<file path="config.mk">
export PLATFORM = sky130hd
export DESIGN_NAME = thermistor_over_temp_monitor_core_flat
export DESIGN_NICKNAME = d
export VERILOG_FILES = /design/src/rtl/tom_pkg.sv /design/src/rtl/tom_if.sv /design/src/rtl/thermistor_over_temp_monitor_core.sv /design/src/rtl/tom_curve.sv /design/src/flat_wrapper.sv
export SDC_FILE = /design/constraint.sdc
export NUM_CORES = 1
export LEC_CHECK = 0
export ABC_CLOCK_PERIOD_IN_PS = 28300
export BUFFER_PORTS_ARGS = -buffer_cell sky130_fd_sc_hd__buf_2
export CAP_MARGIN = 20
export CORE_UTILIZATION = 29
export DETAILED_ROUTE_END_ITERATION = 7
export MAX_ROUTING_LAYER = met4
export SYNTH_ARGS = -nofsm -noshare
export SYNTH_HDL_FRONTEND = slang
export SYNTH_SLANG_ARGS = --single-unit
</file>
<file path="constraint.sdc">
create_clock -name clk_i -period 28.3 [get_ports clk_i]
set_input_delay 2.83 -clock clk_i [delete_from_list [all_inputs] [get_ports clk_i]]
set_output_delay 2.83 -clock clk_i [all_outputs]
set_load 0.005 [all_outputs]
</file>
<file path="src/rtl/tom_pkg.sv">
// Shared constants, types and curve tables for the thermistor over-temperature monitor.
package tom_pkg;

  localparam int unsigned AdcBitsDef = 10;
  localparam int unsigned TempW      = 7;
  localparam int unsigned LimitW     = 8;
  localparam int unsigned ReportW    = 16;
  localparam int unsigned CfgIdxW    = 3;
  localparam int unsigned CfgDataW   = 8;

  // Segment math: temp = (offset - slope_mag * code) >> FracBits
  localparam int unsigned FracBits = 10;
  localparam int unsigned SlopeW   = 10;
  localparam int unsigned OffsetW  = 19;
  localparam int unsigned BrkW     = 10;
  localparam int unsigned NumSeg   = 3;

  typedef enum logic [CfgIdxW-1:0] {
    CfgCurveSelect  = 3'd0,
    CfgFaultLimit   = 3'd1,
    CfgWarnLimit    = 3'd2,
    CfgRecoveryLimit = 3'd3,
    CfgFactoryMode  = 3'd4
  } cfg_reg_e;

  typedef enum logic [1:0] {
    SegSteep = 2'd0,
    SegMid   = 2'd1,
    SegFlat  = 2'd2,
    SegCold  = 2'd3
  } seg_e;

  typedef enum logic [1:0] {
    RangeCold,
    RangeSeg,
    RangeHot
  } range_e;

  typedef enum logic {
    CurveNcp  = 1'b0,
    CurveNtse = 1'b1
  } curve_e;

  // Breakpoints per curve, coldest first: at or above the first -> 0 C before the second curve's added degree.
  localparam logic [BrkW-1:0] Brk [2][4] = '{
    '{10'd900, 10'd839, 10'd715, 10'd368},
    '{10'd901, 10'd865, 10'd784, 10'd602}
  };

  localparam logic [SlopeW-1:0] SlopeMag [2][NumSeg] = '{
    '{10'd503, 10'd247, 10'd177},
    '{10'd568, 10'd316, 10'd196}
  };

  localparam logic [OffsetW-1:0] Offset [2][NumSeg] = '{
    '{19'd453245, 19'd238575, 19'd188038},
    '{19'd512568, 19'd293862, 19'd200467}
  };

  // Temperature below the last breakpoint.
  localparam logic [TempW-1:0] TempHot [2] = '{7'd120, 7'd80};

  // Second curve adds one degree at or below this point.
  localparam logic [TempW-1:0] CalibMax = 7'd39;

endpackage

</file>
<file path="src/rtl/tom_if.sv">
// Stream and configuration interfaces of the thermistor over-temperature monitor.
interface tom_in_if #(
  parameter int unsigned AdcBits = tom_pkg::AdcBitsDef
);
  logic               valid;
  logic               ready;
  logic [AdcBits-1:0] adc_code;
  logic               shutdown_latched;
  logic               link_error;
  logic               bus_busy;

  modport source (output valid, adc_code, shutdown_latched, link_error, bus_busy,
                  input ready);
  modport sink   (input valid, adc_code, shutdown_latched, link_error, bus_busy,
                  output ready);
endinterface

interface tom_out_if;
  logic                          valid;
  logic                          ready;
  logic [tom_pkg::TempW-1:0]     temperature;
  logic                          fault_flag;
  logic                          warn_flag;
  logic                          recover_flag;
  logic [tom_pkg::ReportW-1:0]   report_word;

  modport source (output valid, temperature, fault_flag, warn_flag, recover_flag,
                  report_word, input ready);
  modport sink   (input valid, temperature, fault_flag, warn_flag, recover_flag,
                  report_word, output ready);
endinterface

interface tom_cfg_if;
  logic                         valid;
  logic                         ready;
  logic [tom_pkg::CfgIdxW-1:0]  index;
  logic [tom_pkg::CfgDataW-1:0] data;

  modport source (output valid, index, data, input ready);
  modport sink   (input valid, index, data, output ready);
endinterface

</file>
<file path="src/rtl/thermistor_over_temp_monitor_core.sv">
// Top level of the thermistor over-temperature monitor.
//
//  Channel  Dir  Handshake     Carries
//  cfg_i    in   valid/ready   register index, write data
//  in_i     in   valid/ready   adc_code, shutdown_latched, link_error, bus_busy
//  out_o    out  valid/ready   temperature, fault/warn/recover flags, report_word
//
// One item per cycle while out_o is not stalled; a result passes from the input
// register through conversion and flag update into the result register.
// Reset clears the limits to their defaults and the fault, recovery and report holds.
// A stalled result holds the result register; the input register still takes
// one more item, and in_i.ready follows out_o.ready once both stages are full.
// Config writes are always accepted.
module thermistor_over_temp_monitor_core #(
  parameter int unsigned AdcBits = tom_pkg::AdcBitsDef
) (
  input  logic       clk_i,
  input  logic       rst_ni,
  tom_cfg_if.sink    cfg_i,
  tom_in_if.sink     in_i,
  tom_out_if.source  out_o
);
  import tom_pkg::*;

  // Configuration
  logic              curve_sel_q;
  logic [LimitW-1:0] fault_limit_q;
  logic [LimitW-1:0] warn_limit_q;
  logic [LimitW-1:0] recovery_limit_q;
  logic              factory_mode_q;

  // Input register
  logic               s1_valid_q;
  logic [AdcBits-1:0] s1_code_q;
  logic               s1_shutdown_q;
  logic               s1_link_err_q;
  logic               s1_busy_q;

  // Result register and holds
  logic               out_valid_q;
  logic [TempW-1:0]   out_temp_q;
  logic               out_warn_q;
  logic               fault_hold_q, fault_hold_d;
  logic               recover_hold_q, recover_hold_d;
  logic [ReportW-1:0] report_hold_q, report_hold_d;

  logic             out_free;
  logic             s1_adv;
  logic             in_xfer;
  logic [TempW-1:0] temp;
  logic             warn;

  assign cfg_i.ready = 1'b1;

  always_ff @(posedge clk_i or negedge rst_ni) begin
    if (!rst_ni) begin
      curve_sel_q      <= 1'b0;
      fault_limit_q    <= '1;
      warn_limit_q     <= '1;
      recovery_limit_q <= '0;
      factory_mode_q   <= 1'b0;
    end else if (cfg_i.valid) begin
      case (cfg_reg_e'(cfg_i.index))
        CfgCurveSelect:   curve_sel_q      <= cfg_i.data[0];
        CfgFaultLimit:    fault_limit_q    <= cfg_i.data[LimitW-1:0];
        CfgWarnLimit:     warn_limit_q     <= cfg_i.data[LimitW-1:0];
        CfgRecoveryLimit: recovery_limit_q <= cfg_i.data[LimitW-1:0];
        CfgFactoryMode:   factory_mode_q   <= cfg_i.data[0];
        default: ;
      endcase
    end
  end

  assign out_free   = !out_valid_q || out_o.ready;
  assign s1_adv     = s1_valid_q && out_free;
  assign in_i.ready = !s1_valid_q || out_free;
  assign in_xfer    = in_i.valid && in_i.ready;

  always_ff @(posedge clk_i or negedge rst_ni) begin
    if (!rst_ni) begin
      s1_valid_q <= 1'b0;
    end else if (in_i.ready) begin
      s1_valid_q <= in_i.valid;
    end
  end

  always_ff @(posedge clk_i) begin
    if (in_xfer) begin
      s1_code_q     <= in_i.adc_code;
      s1_shutdown_q <= in_i.shutdown_latched;
      s1_link_err_q <= in_i.link_error;
      s1_busy_q     <= in_i.bus_busy;
    end
  end

  tom_curve #(
    .AdcBits (AdcBits)
  ) u_curve (
    .code_i      (s1_code_q),
    .curve_sel_i (curve_sel_q),
    .temp_o      (temp)
  );

  always_comb begin
    fault_hold_d   = fault_hold_q;
    recover_hold_d = recover_hold_q;
    report_hold_d  = report_hold_q;
    warn           = (LimitW'(temp) >= warn_limit_q);

    if (LimitW'(temp) >= fault_limit_q) begin
      if (!s1_shutdown_q) begin
        fault_hold_d = 1'b1;
      end
    end else begin
      fault_hold_d = 1'b0;
    end

    if (s1_shutdown_q) begin
      recover_hold_d = (LimitW'(temp) < recovery_limit_q);
    end

    // Zero the report on link error unless in factory mode; hold while busy.
    if (factory_mode_q || !s1_link_err_q) begin
      if (!s1_busy_q) begin
        report_hold_d = ReportW'(temp);
      end
    end else begin
      report_hold_d = '0;
    end
  end

  always_ff @(posedge clk_i or negedge rst_ni) begin
    if (!rst_ni) begin
      out_valid_q    <= 1'b0;
      fault_hold_q   <= 1'b0;
      recover_hold_q <= 1'b0;
      report_hold_q  <= '0;
    end else begin
      if (out_free) begin
        out_valid_q <= s1_valid_q;
      end
      if (s1_adv) begin
        fault_hold_q   <= fault_hold_d;
        recover_hold_q <= recover_hold_d;
        report_hold_q  <= report_hold_d;
      end
    end
  end

  always_ff @(posedge clk_i) begin
    if (s1_adv) begin
      out_temp_q <= temp;
      out_warn_q <= warn;
    end
  end

  assign out_o.valid        = out_valid_q;
  assign out_o.temperature  = out_temp_q;
  assign out_o.fault_flag   = fault_hold_q;
  assign out_o.warn_flag    = out_warn_q;
  assign out_o.recover_flag = recover_hold_q;
  assign out_o.report_word  = report_hold_q;

endmodule

</file>
<file path="src/rtl/tom_curve.sv">
// Piecewise-linear conversion of a thermistor code to whole degrees.
module tom_curve #(
  parameter int unsigned AdcBits = tom_pkg::AdcBitsDef
) (
  input  logic [AdcBits-1:0]        code_i,
  input  logic                      curve_sel_i,
  output logic [tom_pkg::TempW-1:0] temp_o
);
  import tom_pkg::*;

  localparam int unsigned ProdW = SlopeW + AdcBits;
  localparam int unsigned DiffW = (ProdW > OffsetW) ? ProdW : OffsetW;

  range_e             range;
  logic [1:0]         seg_idx;
  logic [ProdW-1:0]   prod;
  logic [DiffW-1:0]   offs_ext;
  logic [DiffW-1:0]   prod_ext;
  logic [DiffW-1:0]   diff;
  logic [TempW-1:0]   seg_temp;
  logic [TempW-1:0]   raw_temp;

  // Pick the segment from the breakpoints of the selected curve.
  always_comb begin
    range   = RangeSeg;
    seg_idx = 2'(SegSteep);
    if (code_i >= Brk[curve_sel_i][0]) begin
      range = RangeCold;
    end else if (code_i >= Brk[curve_sel_i][1]) begin
      seg_idx = 2'(SegSteep);
    end else if (code_i >= Brk[curve_sel_i][2]) begin
      seg_idx = 2'(SegMid);
    end else if (code_i >= Brk[curve_sel_i][3]) begin
      seg_idx = 2'(SegFlat);
    end else begin
      range = RangeHot;
    end
  end

  always_comb begin
    logic [SlopeW-1:0]  slope;
    logic [OffsetW-1:0] offs;
    slope = '0;
    offs  = '0;
    case (seg_e'(seg_idx))
      SegSteep: begin
        slope = SlopeMag[curve_sel_i][0];
        offs  = Offset[curve_sel_i][0];
      end
      SegMid: begin
        slope = SlopeMag[curve_sel_i][1];
        offs  = Offset[curve_sel_i][1];
      end
      SegFlat: begin
        slope = SlopeMag[curve_sel_i][2];
        offs  = Offset[curve_sel_i][2];
      end
      default: begin
        slope = '0;
        offs  = '0;
      end
    endcase
    prod     = ProdW'(slope) * ProdW'(code_i);
    offs_ext = DiffW'(offs);
    prod_ext = DiffW'(prod);
    // Clamp a negative line value to zero.
    diff     = (prod_ext >= offs_ext) ? '0 : (offs_ext - prod_ext);
    seg_temp = diff[FracBits +: TempW];
  end

  always_comb begin
    case (range)
      RangeCold: raw_temp = '0;
      RangeHot:  raw_temp = TempHot[curve_sel_i];
      default:   raw_temp = seg_temp;
    endcase
    if (curve_e'(curve_sel_i) == CurveNtse && raw_temp <= CalibMax) begin
      temp_o = raw_temp + TempW'(1);
    end else begin
      temp_o = raw_temp;
    end
  end

endmodule
</file>
<file path="src/flat_wrapper.sv">
// flat-port wrapper written by rule: the top's interface ports become plain ports
module thermistor_over_temp_monitor_core_flat import tom_pkg::*;
#(
  parameter int unsigned AdcBits = tom_pkg::AdcBitsDef
)
  (clk_i, rst_ni, cfg_i_valid, cfg_i_index, cfg_i_data, cfg_i_ready, in_i_valid, in_i_adc_code, in_i_shutdown_latched, in_i_link_error, in_i_bus_busy, in_i_ready, out_o_valid, out_o_temperature, out_o_fault_flag, out_o_warn_flag, out_o_recover_flag, out_o_report_word, out_o_ready);
  tom_cfg_if cfg_i_i ();
  tom_in_if #(.AdcBits(AdcBits)) in_i_i ();
  tom_out_if out_o_i ();
  input  logic clk_i;
  input  logic rst_ni;
  input wire logic [$bits(cfg_i_i.valid)-1:0] cfg_i_valid;
  input wire logic [$bits(cfg_i_i.index)-1:0] cfg_i_index;
  input wire logic [$bits(cfg_i_i.data)-1:0] cfg_i_data;
  output wire logic [$bits(cfg_i_i.ready)-1:0] cfg_i_ready;
  input wire logic [$bits(in_i_i.valid)-1:0] in_i_valid;
  input wire logic [$bits(in_i_i.adc_code)-1:0] in_i_adc_code;
  input wire logic [$bits(in_i_i.shutdown_latched)-1:0] in_i_shutdown_latched;
  input wire logic [$bits(in_i_i.link_error)-1:0] in_i_link_error;
  input wire logic [$bits(in_i_i.bus_busy)-1:0] in_i_bus_busy;
  output wire logic [$bits(in_i_i.ready)-1:0] in_i_ready;
  output wire logic [$bits(out_o_i.valid)-1:0] out_o_valid;
  output wire logic [$bits(out_o_i.temperature)-1:0] out_o_temperature;
  output wire logic [$bits(out_o_i.fault_flag)-1:0] out_o_fault_flag;
  output wire logic [$bits(out_o_i.warn_flag)-1:0] out_o_warn_flag;
  output wire logic [$bits(out_o_i.recover_flag)-1:0] out_o_recover_flag;
  output wire logic [$bits(out_o_i.report_word)-1:0] out_o_report_word;
  input wire logic [$bits(out_o_i.ready)-1:0] out_o_ready;
  assign cfg_i_i.valid = cfg_i_valid;
  assign cfg_i_i.index = cfg_i_index;
  assign cfg_i_i.data = cfg_i_data;
  assign cfg_i_ready = cfg_i_i.ready;
  assign in_i_i.valid = in_i_valid;
  assign in_i_i.adc_code = in_i_adc_code;
  assign in_i_i.shutdown_latched = in_i_shutdown_latched;
  assign in_i_i.link_error = in_i_link_error;
  assign in_i_i.bus_busy = in_i_bus_busy;
  assign in_i_ready = in_i_i.ready;
  assign out_o_valid = out_o_i.valid;
  assign out_o_temperature = out_o_i.temperature;
  assign out_o_fault_flag = out_o_i.fault_flag;
  assign out_o_warn_flag = out_o_i.warn_flag;
  assign out_o_recover_flag = out_o_i.recover_flag;
  assign out_o_report_word = out_o_i.report_word;
  assign out_o_i.ready = out_o_ready;
  thermistor_over_temp_monitor_core #(.AdcBits(AdcBits)) u_core (.clk_i(clk_i), .rst_ni(rst_ni), .cfg_i(cfg_i_i), .in_i(in_i_i), .out_o(out_o_i));
endmodule
</file>
Word level (Yosys, flattened, before mapping)
Index checks and enable logic that the tools add are counted.
W data, S select, Z words.

word-level totals
  flip-flop bits (word level) = 67
  input bits = 29
  output and inout port bits = 29
  word-level logic and storage cells = 88

cells by class
  $add $sub $neg = 2
  $mul = 1
  $lt $le $gt $ge = 10
  equal/unequal tests = 9
  multiplexer cells = 29
  bitwise operators = 1
  reduce and logical (&&, ||, !) cells = 20

operator list
  cell                   number
  $mux W57               2
  $mux W30               3
  $mux W40               2
  $pmux W19 S3           1
  $mux W55               1
  $ge A10 B10 Y1         4
  $mux W16               2
  $mux W31               1
  $pmux W10 S3           1
  $mux W7                3
  $ge A20 B19 Y1         1
  $mul A10 B10 Y20       1
  $mux W17               1
  $sub A17 B17 Y17       1
  $ge A7 B8 Y1           2
  $mux W2                8
  $reduce_and A2 Y1      8
  $pmux W7 S2            1
  $lt A7 B8 Y1           1
  $add A7 B1 Y7 const B  1
  $le A7 B6 Y1 const B   1
  $eq A3 B2 Y1 const B   2
  $mux W6                1
  $eq A2 B2 Y1 const B   2
  12 further kinds       21

Longest topological paths before layout
  depth after elaboration = 21
  depth in mapped cells = 64
  mapped depth without buffers = 60

Modules after synthesis
Synthesis repeated with hierarchy kept, for this count alone.

unflattened totals
  cells, all modules = 858
  area, all modules = 7,951.4 sq um

modules (own cells, without submodules)
  module                             instances  cells an instance  area each (sq um)  seq. area each (sq um)
  tom_curve                          1          653                5,255.0            0.0
  thermistor_over_temp_monitor_core  1          205                2,696.3            1,576.5

Least setup slack after synthesis
Ideal clock, no wire load.

  path kind = flip-flop to flip-flop
  from = register u_core.curve_sel_q
  to = register u_core.fault_hold_q (netlist: u_core.out_o.fault_flag)
  library setup time = 0.119 ns
  arrival = 11.792 ns
  data required time = 28.181 ns
  slack = 16.389 ns
  cell stages (with the launch flop) = 62
  path buffers = 4
  clock period less this slack = 11.911 ns
  path through = dfrtp_1 > clkbuf_1 > inv_1 > clkbuf_1 > ha_1 > or3_1 > a221o_1 > o211ai_1 > and2b_1 > nand2b_1 > ha_1 > clkbuf_1 > o21ai_1 > o21ai_1 > nand2_1 > inv_1 > fa_1 > inv_1 > [26 not listed] > ha_1 > nand3b_1 > o2111ai_1 > o221ai_2 > and2_4 > buf_6 > xnor2_1 > ha_1 > nand2b_1 > a21o_1 > a21o_1 > a21oi_1 > nor2b_1 > o21ai_0 > nand2b_1 > a21oi_1 > o21ai_0 > o21a_1

between the ends
  cells in the longest elaborated chain, start to end = 21
  elaborated cells between the ends (all ways) = 45
  classes of those cells = add/sub (2); mul (1); order compare (7); eq/ne (4); mux (26); bitwise (1); reduce/logical (4)

RTL lines
  what                                          RTL line                                  RTL
  from (decl)                                   thermistor_over_temp_monitor_core.sv:26   logic curve_sel_q;
  from (signal assigned)                        thermistor_over_temp_monitor_core.sv:64   CfgCurveSelect: curve_sel_q <= cfg_i.data[0];
  $not A1 Y2 (not written as such)              --
  $mux W31 (not written as such)                tom_curve.sv:33                           end else if (code_i >= Brk[curve_sel_i][3]) begin
  $mux W40 (not written as such) (2 in series)  tom_curve.sv:33
  $ge A10 B10 Y1                                tom_curve.sv:33
  $mux W2                                       tom_curve.sv:33
  $mux W2                                       tom_curve.sv:31                           end else if (code_i >= Brk[curve_sel_i][2]) begin
  $mux W2                                       tom_curve.sv:29                           end else if (code_i >= Brk[curve_sel_i][1]) begin
  $mux W2                                       tom_curve.sv:27                           if (code_i >= Brk[curve_sel_i][0]) begin
  [4 not listed]                                --
  $mux W17                                      tom_curve.sv:67                           diff = (prod_ext >= offs_ext) ? '0 : (offs_ext - prod_ext);
  $pmux W7 S2                                   tom_curve.sv:72                           case (range)
  $le A7 B6 Y1                                  tom_curve.sv:77                           if (curve_e'(curve_sel_i) == CurveNtse && raw_temp <= CalibMax) begin
  $logic_and A1 B1 Y1                           tom_curve.sv:77
  $mux W7 (*)                                   tom_curve.sv:77
  $ge A7 B8 Y1 (*)                              thermistor_over_temp_monitor_core.sv:110  if (LimitW'(temp) >= fault_limit_q) begin
  $ne A2 B2 Y1 (no source line)                 --
  $reduce_and A2 Y1 (no source line)            --
  to (signal assigned)                          thermistor_over_temp_monitor_core.sv:143  fault_hold_q <= fault_hold_d;
  to (decl)                                     thermistor_over_temp_monitor_core.sv:43   logic fault_hold_q, fault_hold_d;

Mark *: on every way between the ends. The rest lies on a longest branch, timed or not. The select of a mux whose other input is x is not followed.
A chain may end at the register's enable or synchronous reset.

Worst setup path in the final report
  from = register u_core.curve_sel_q
  to = register u_core.out_warn_q (netlist: u_core.out_o.warn_flag) (data pin)

between the ends
  cells in the longest elaborated chain, start to end = 19
  elaborated cells between the ends (all ways) = 42
  classes of those cells = add/sub (2); mul (1); order compare (7); eq/ne (3); mux (25); bitwise (1); reduce/logical (3)

RTL lines
  what                                          RTL line                                  RTL
  $not A1 Y2 (not written as such)              --
  $mux W31 (not written as such)                tom_curve.sv:33
  $mux W40 (not written as such) (2 in series)  tom_curve.sv:33
  $ge A10 B10 Y1                                tom_curve.sv:33
  $mux W2                                       tom_curve.sv:33
  $mux W2                                       tom_curve.sv:31
  $mux W2                                       tom_curve.sv:29
  $mux W2                                       tom_curve.sv:27
  [4 not listed]                                --
  $mux W17                                      tom_curve.sv:67
  $pmux W7 S2                                   tom_curve.sv:72
  $le A7 B6 Y1                                  tom_curve.sv:77
  $logic_and A1 B1 Y1                           tom_curve.sv:77
  $mux W7 (*)                                   tom_curve.sv:77
  net u_core.temp[3]                            thermistor_over_temp_monitor_core.sv:50   logic [TempW-1:0] temp;
  $ge A7 B8 Y1 (*)                              thermistor_over_temp_monitor_core.sv:108  warn = (LimitW'(temp) >= warn_limit_q);
  net u_core.warn                               thermistor_over_temp_monitor_core.sv:51   logic warn;
  to (signal assigned)                          thermistor_over_temp_monitor_core.sv:153  out_warn_q <= warn;
  to (decl)                                     thermistor_over_temp_monitor_core.sv:42   logic out_warn_q;

The timed path passes the listed nets; every way through them passes the cells marked *. The select of a mux whose other input is x is not followed.

==> flow_summary.json <==
{
  "drc": 0,
  "root_buffer": "clkbuf_16",
  "netlist_area_um2": 7940,
  "whs_endpoint": "u_core.out_o.report_word[5]",
  "min_delay_path_depth": 2,
  "port_buffers": 47,
  "wire_per_inst_um": 14.5,
  "ys_ff_latch": 58,
  "die_h_um": 167,
  "max_stage_delay_ns": 0.69,
  "ys_seq_area_share_pct": 19.9,
  "ios": 58,
  "yosys-top-cells-area": "ha_1 21%, fa_1 16%, edfxtp_1 7.9%, dfrtp_1 6.6%, inv_1 6.5%",
  "hold_violations": 0,
  "ant_nets": 0,
  "min_from": "u_core.out_o.report_word[5]",
  "synth.top_cells.by_count": "137 x inv_1, 131 x ha_1, 83 x nand2_1",
  "dp_hpwl_um": 14700,
  "clockBufferDepth": 2,
  "core_area_um2": 26900,
  "grt_usage_pct": 13.9,
  "r2r_start": "u_core.curve_sel_q",
  "grt_overflow": 0,
  "hold_path.class": "flop to flop",
  "fill_cells": 2821,
  "crit_path_frequent_cell": "ha_1",
  "cts_sinks": 58,
  "synth_most_common_cell": "inv_1",
  "worst_slew_pin_slew_ns": 0.942,
  "grt_max_degree": 44,
  "synth_flop_cell": "edfxtp_1",
  "cts_buffers": 9,
  "synth_area_per_cell_um2": 8.90,
  "fin_crit_sh_pct": 47.2,
  "insertion_delay_ns": 0.33,
  "ff2ff_setup_slack_ns": 14.94,
  "synth_top_area_share_pct": 20.6,
  "drt_iter0_markers": 334,
  "finalSetupViolCount": 0,
  "crit_type": "flop to flop",
  "worst-path-max-fanout": 20,
  "cp.required_ns": 28.39,
  "cp_slowest_cell": "o21ai_1",
  "routabilityCongestion": 0.838,
  "status": "finished, final reports clean",
  "crit_arrival_ns": 13.45,
  "synth_edf_count": 21,
  "die_w_um": 167,
  "antenna_cells": 0,
  "synth.largest_area_cell": "ha_1",
  "synthesis.instances": 892,
  "grt_pass1_vias": 5927,
  "cp-start-kind": "flop",
  "initial_core_util_pct": 29.5,
  "cts_tree": "done",
  "h-tree-depth": 3,
  "drtPass1Iterations": 4,
  "timing.fmax_mhz": 74.8,
  "hold_buffers": 0,
  "rsz0062_at_grt": "false",
  "r2r_end": "u_core.out_o.warn_flag",
  "die_area_um2": 28000,
  "cts_setup_buffers": 0,
  "tns_ns": 0,
  "fin_worst_skew_ns": 0.00526,
  "synth_warnings": 0,
  "path_clk_slew_ns": 0.05,
  "antenna_found_initial": 0,
  "drive_gt1_share_pct": 12.4,
  "post_cts_resized": 0,
  "synthArstFlopShare_pct": 63.8,
  "routed_wirelength_um": 18500,
  "min_period_ns": 13.36,
  "ys_types": 69,
  "final_nets": 1147,
  "routed_via_density": 4.80,
  "slew_viol_final": 0,
  "synthToLayoutAreaGrowth_pct": 10.3,
  "cp-end-kind": "flop",
  "vias": 6100,
  "reg2reg_depth": 51,
  "relSlewSlack_pct": 37.0,
  "rows": 60,
  "maxCapViolCount": 0,
  "grt_pass1_wl_um": 30300
}
-- worst max-delay path by stage --
stage / endpoint / cells after the start / startpoint
floorplan: u_core.out_o.fault_flag / 61 / u_core.curve_sel_q
global placement: u_core.out_o.fault_flag / 54 / u_core.curve_sel_q
detailed placement: u_core.out_o.warn_flag / 51 / u_core.curve_sel_q
CTS: u_core.out_o.fault_flag / 54 / u_core.curve_sel_q
global route: u_core.out_o.fault_flag / 52 / u_core.curve_sel_q
finish: u_core.out_o.warn_flag / 51 / u_core.curve_sel_q
-- critical path: cells and delay by family, from the launching register on --
kind	cells	cell delay, ns
XOR/XNOR	1	0.08
buffers and inverters	5	0.80
AO/OA/AOI/OAI	19	4.95
AND/OR/NAND/NOR	15	2.76
flip-flops	1	0.37
adder cells (fa/ha/maj)	11	4.10
-- routing by layer --
| layer | vias to the layer above | part of all wire, % | track usage [%] |
|---|---|---|---|
| li1 | 3053 | - | - |
| met1 | 2906 | 47 | 18.1 |
| met2 | 119 | 48 | 23.1 |
| met3 | 22 | 2.9 | 1.42 |
| met4 | 0 | 1.6 | 3.51 |
| met5 | - | 0 | - |
-- per-stage QoR --
| step | util [%] | instance area (µm²) | hold slack [ns] | instances | setup WS [ns] |
|---|---|---|---|---|---|
| finish | 32.6 | 8760 | 0.474 | 1271 | 14.94 |
| CTS | 32.6 | 8760 | 0.480 | 1271 | 15.02 |
| floorplan | - | 7970 | 0.457 | 900 | 16.39 |
| detailed placement | 31.5 | 8470 | 0.469 | 1255 | 15.07 |
| global placement | 31.5 | 8470 | 0.472 | 1255 | 15.27 |
| global route | 32.6 | 8760 | 0.508 | 1271 | 13.84 |
-- cell usage in the layout (no fill, tap or decap), types with 3 or more instances in the layout --
cell type	count
a2111oi_0	3
a211oi_1	7
a21boi_0	5
a21o_1	14
a21oi_1	44
a31oi_1	7
and2_1	32
and3_1	18
buf_2	47
buf_4	3
clkbuf_16	9
clkinv_2	4
conb_1	10
dfrtp_1	21
dfstp_2	16
edfxtp_1	21
fa_1	62
ha_1	131
inv_1	137
mux2_2	15
nand2_1	83
nand2b_1	16
nand3_1	13
nand4_1	4
nor2_1	45
nor2b_1	14
nor3_1	15
o211ai_1	4
o21a_1	5
o21ai_0	39
o21ai_1	6
o21bai_1	5
o31ai_1	4
or2_2	4
xnor2_1	16
xor2_1	4
-- cell type report --
class	instances	area (µm²)	area share, %
repair buffers	50	258	2.94
well taps	341	427	4.87
inverters	137	514	5.87
flip-flops and latches	58	1580	18.0
clock buffers	10	229	2.61
multi-input cells	669	5700	65.0
clock inverters	6	57.6	0.657
-- cells by family after synthesis --
family	count (synthesis)	share of synthesized area [%]
AOI/OAI and AO/OA	169	14.0
xor gates and xnor gates	20	2.21
adders and majority gates	193	36.3
buffers and inverters	173	8.78
DFF	58	19.9
muxes	17	2.44
other	2	0.0946
and+or+nand+nor	260	16.3
-- state kept, by name, indices dropped and copies added (netlist names) --
register / count
u_core.s1_code_q: 10
u_core.fault_limit_q: 8
u_core.recovery_limit_q: 8
u_core.warn_limit_q: 8
u_core.out_o.report_word: 7
u_core.out_o.temperature: 7
u_core.curve_sel_q: 1
u_core.factory_mode_q: 1
u_core.out_o.fault_flag: 1
u_core.out_o.recover_flag: 1
u_core.out_o.valid: 1
u_core.out_o.warn_flag: 1
u_core.s1_busy_q: 1
u_core.s1_link_err_q: 1
u_core.s1_shutdown_q: 1
u_core.s1_valid_q: 1
Power is left out: the tool's default activity adds up to more than one toggle a clock period on the data nets, which glitch-free logic cannot reach.
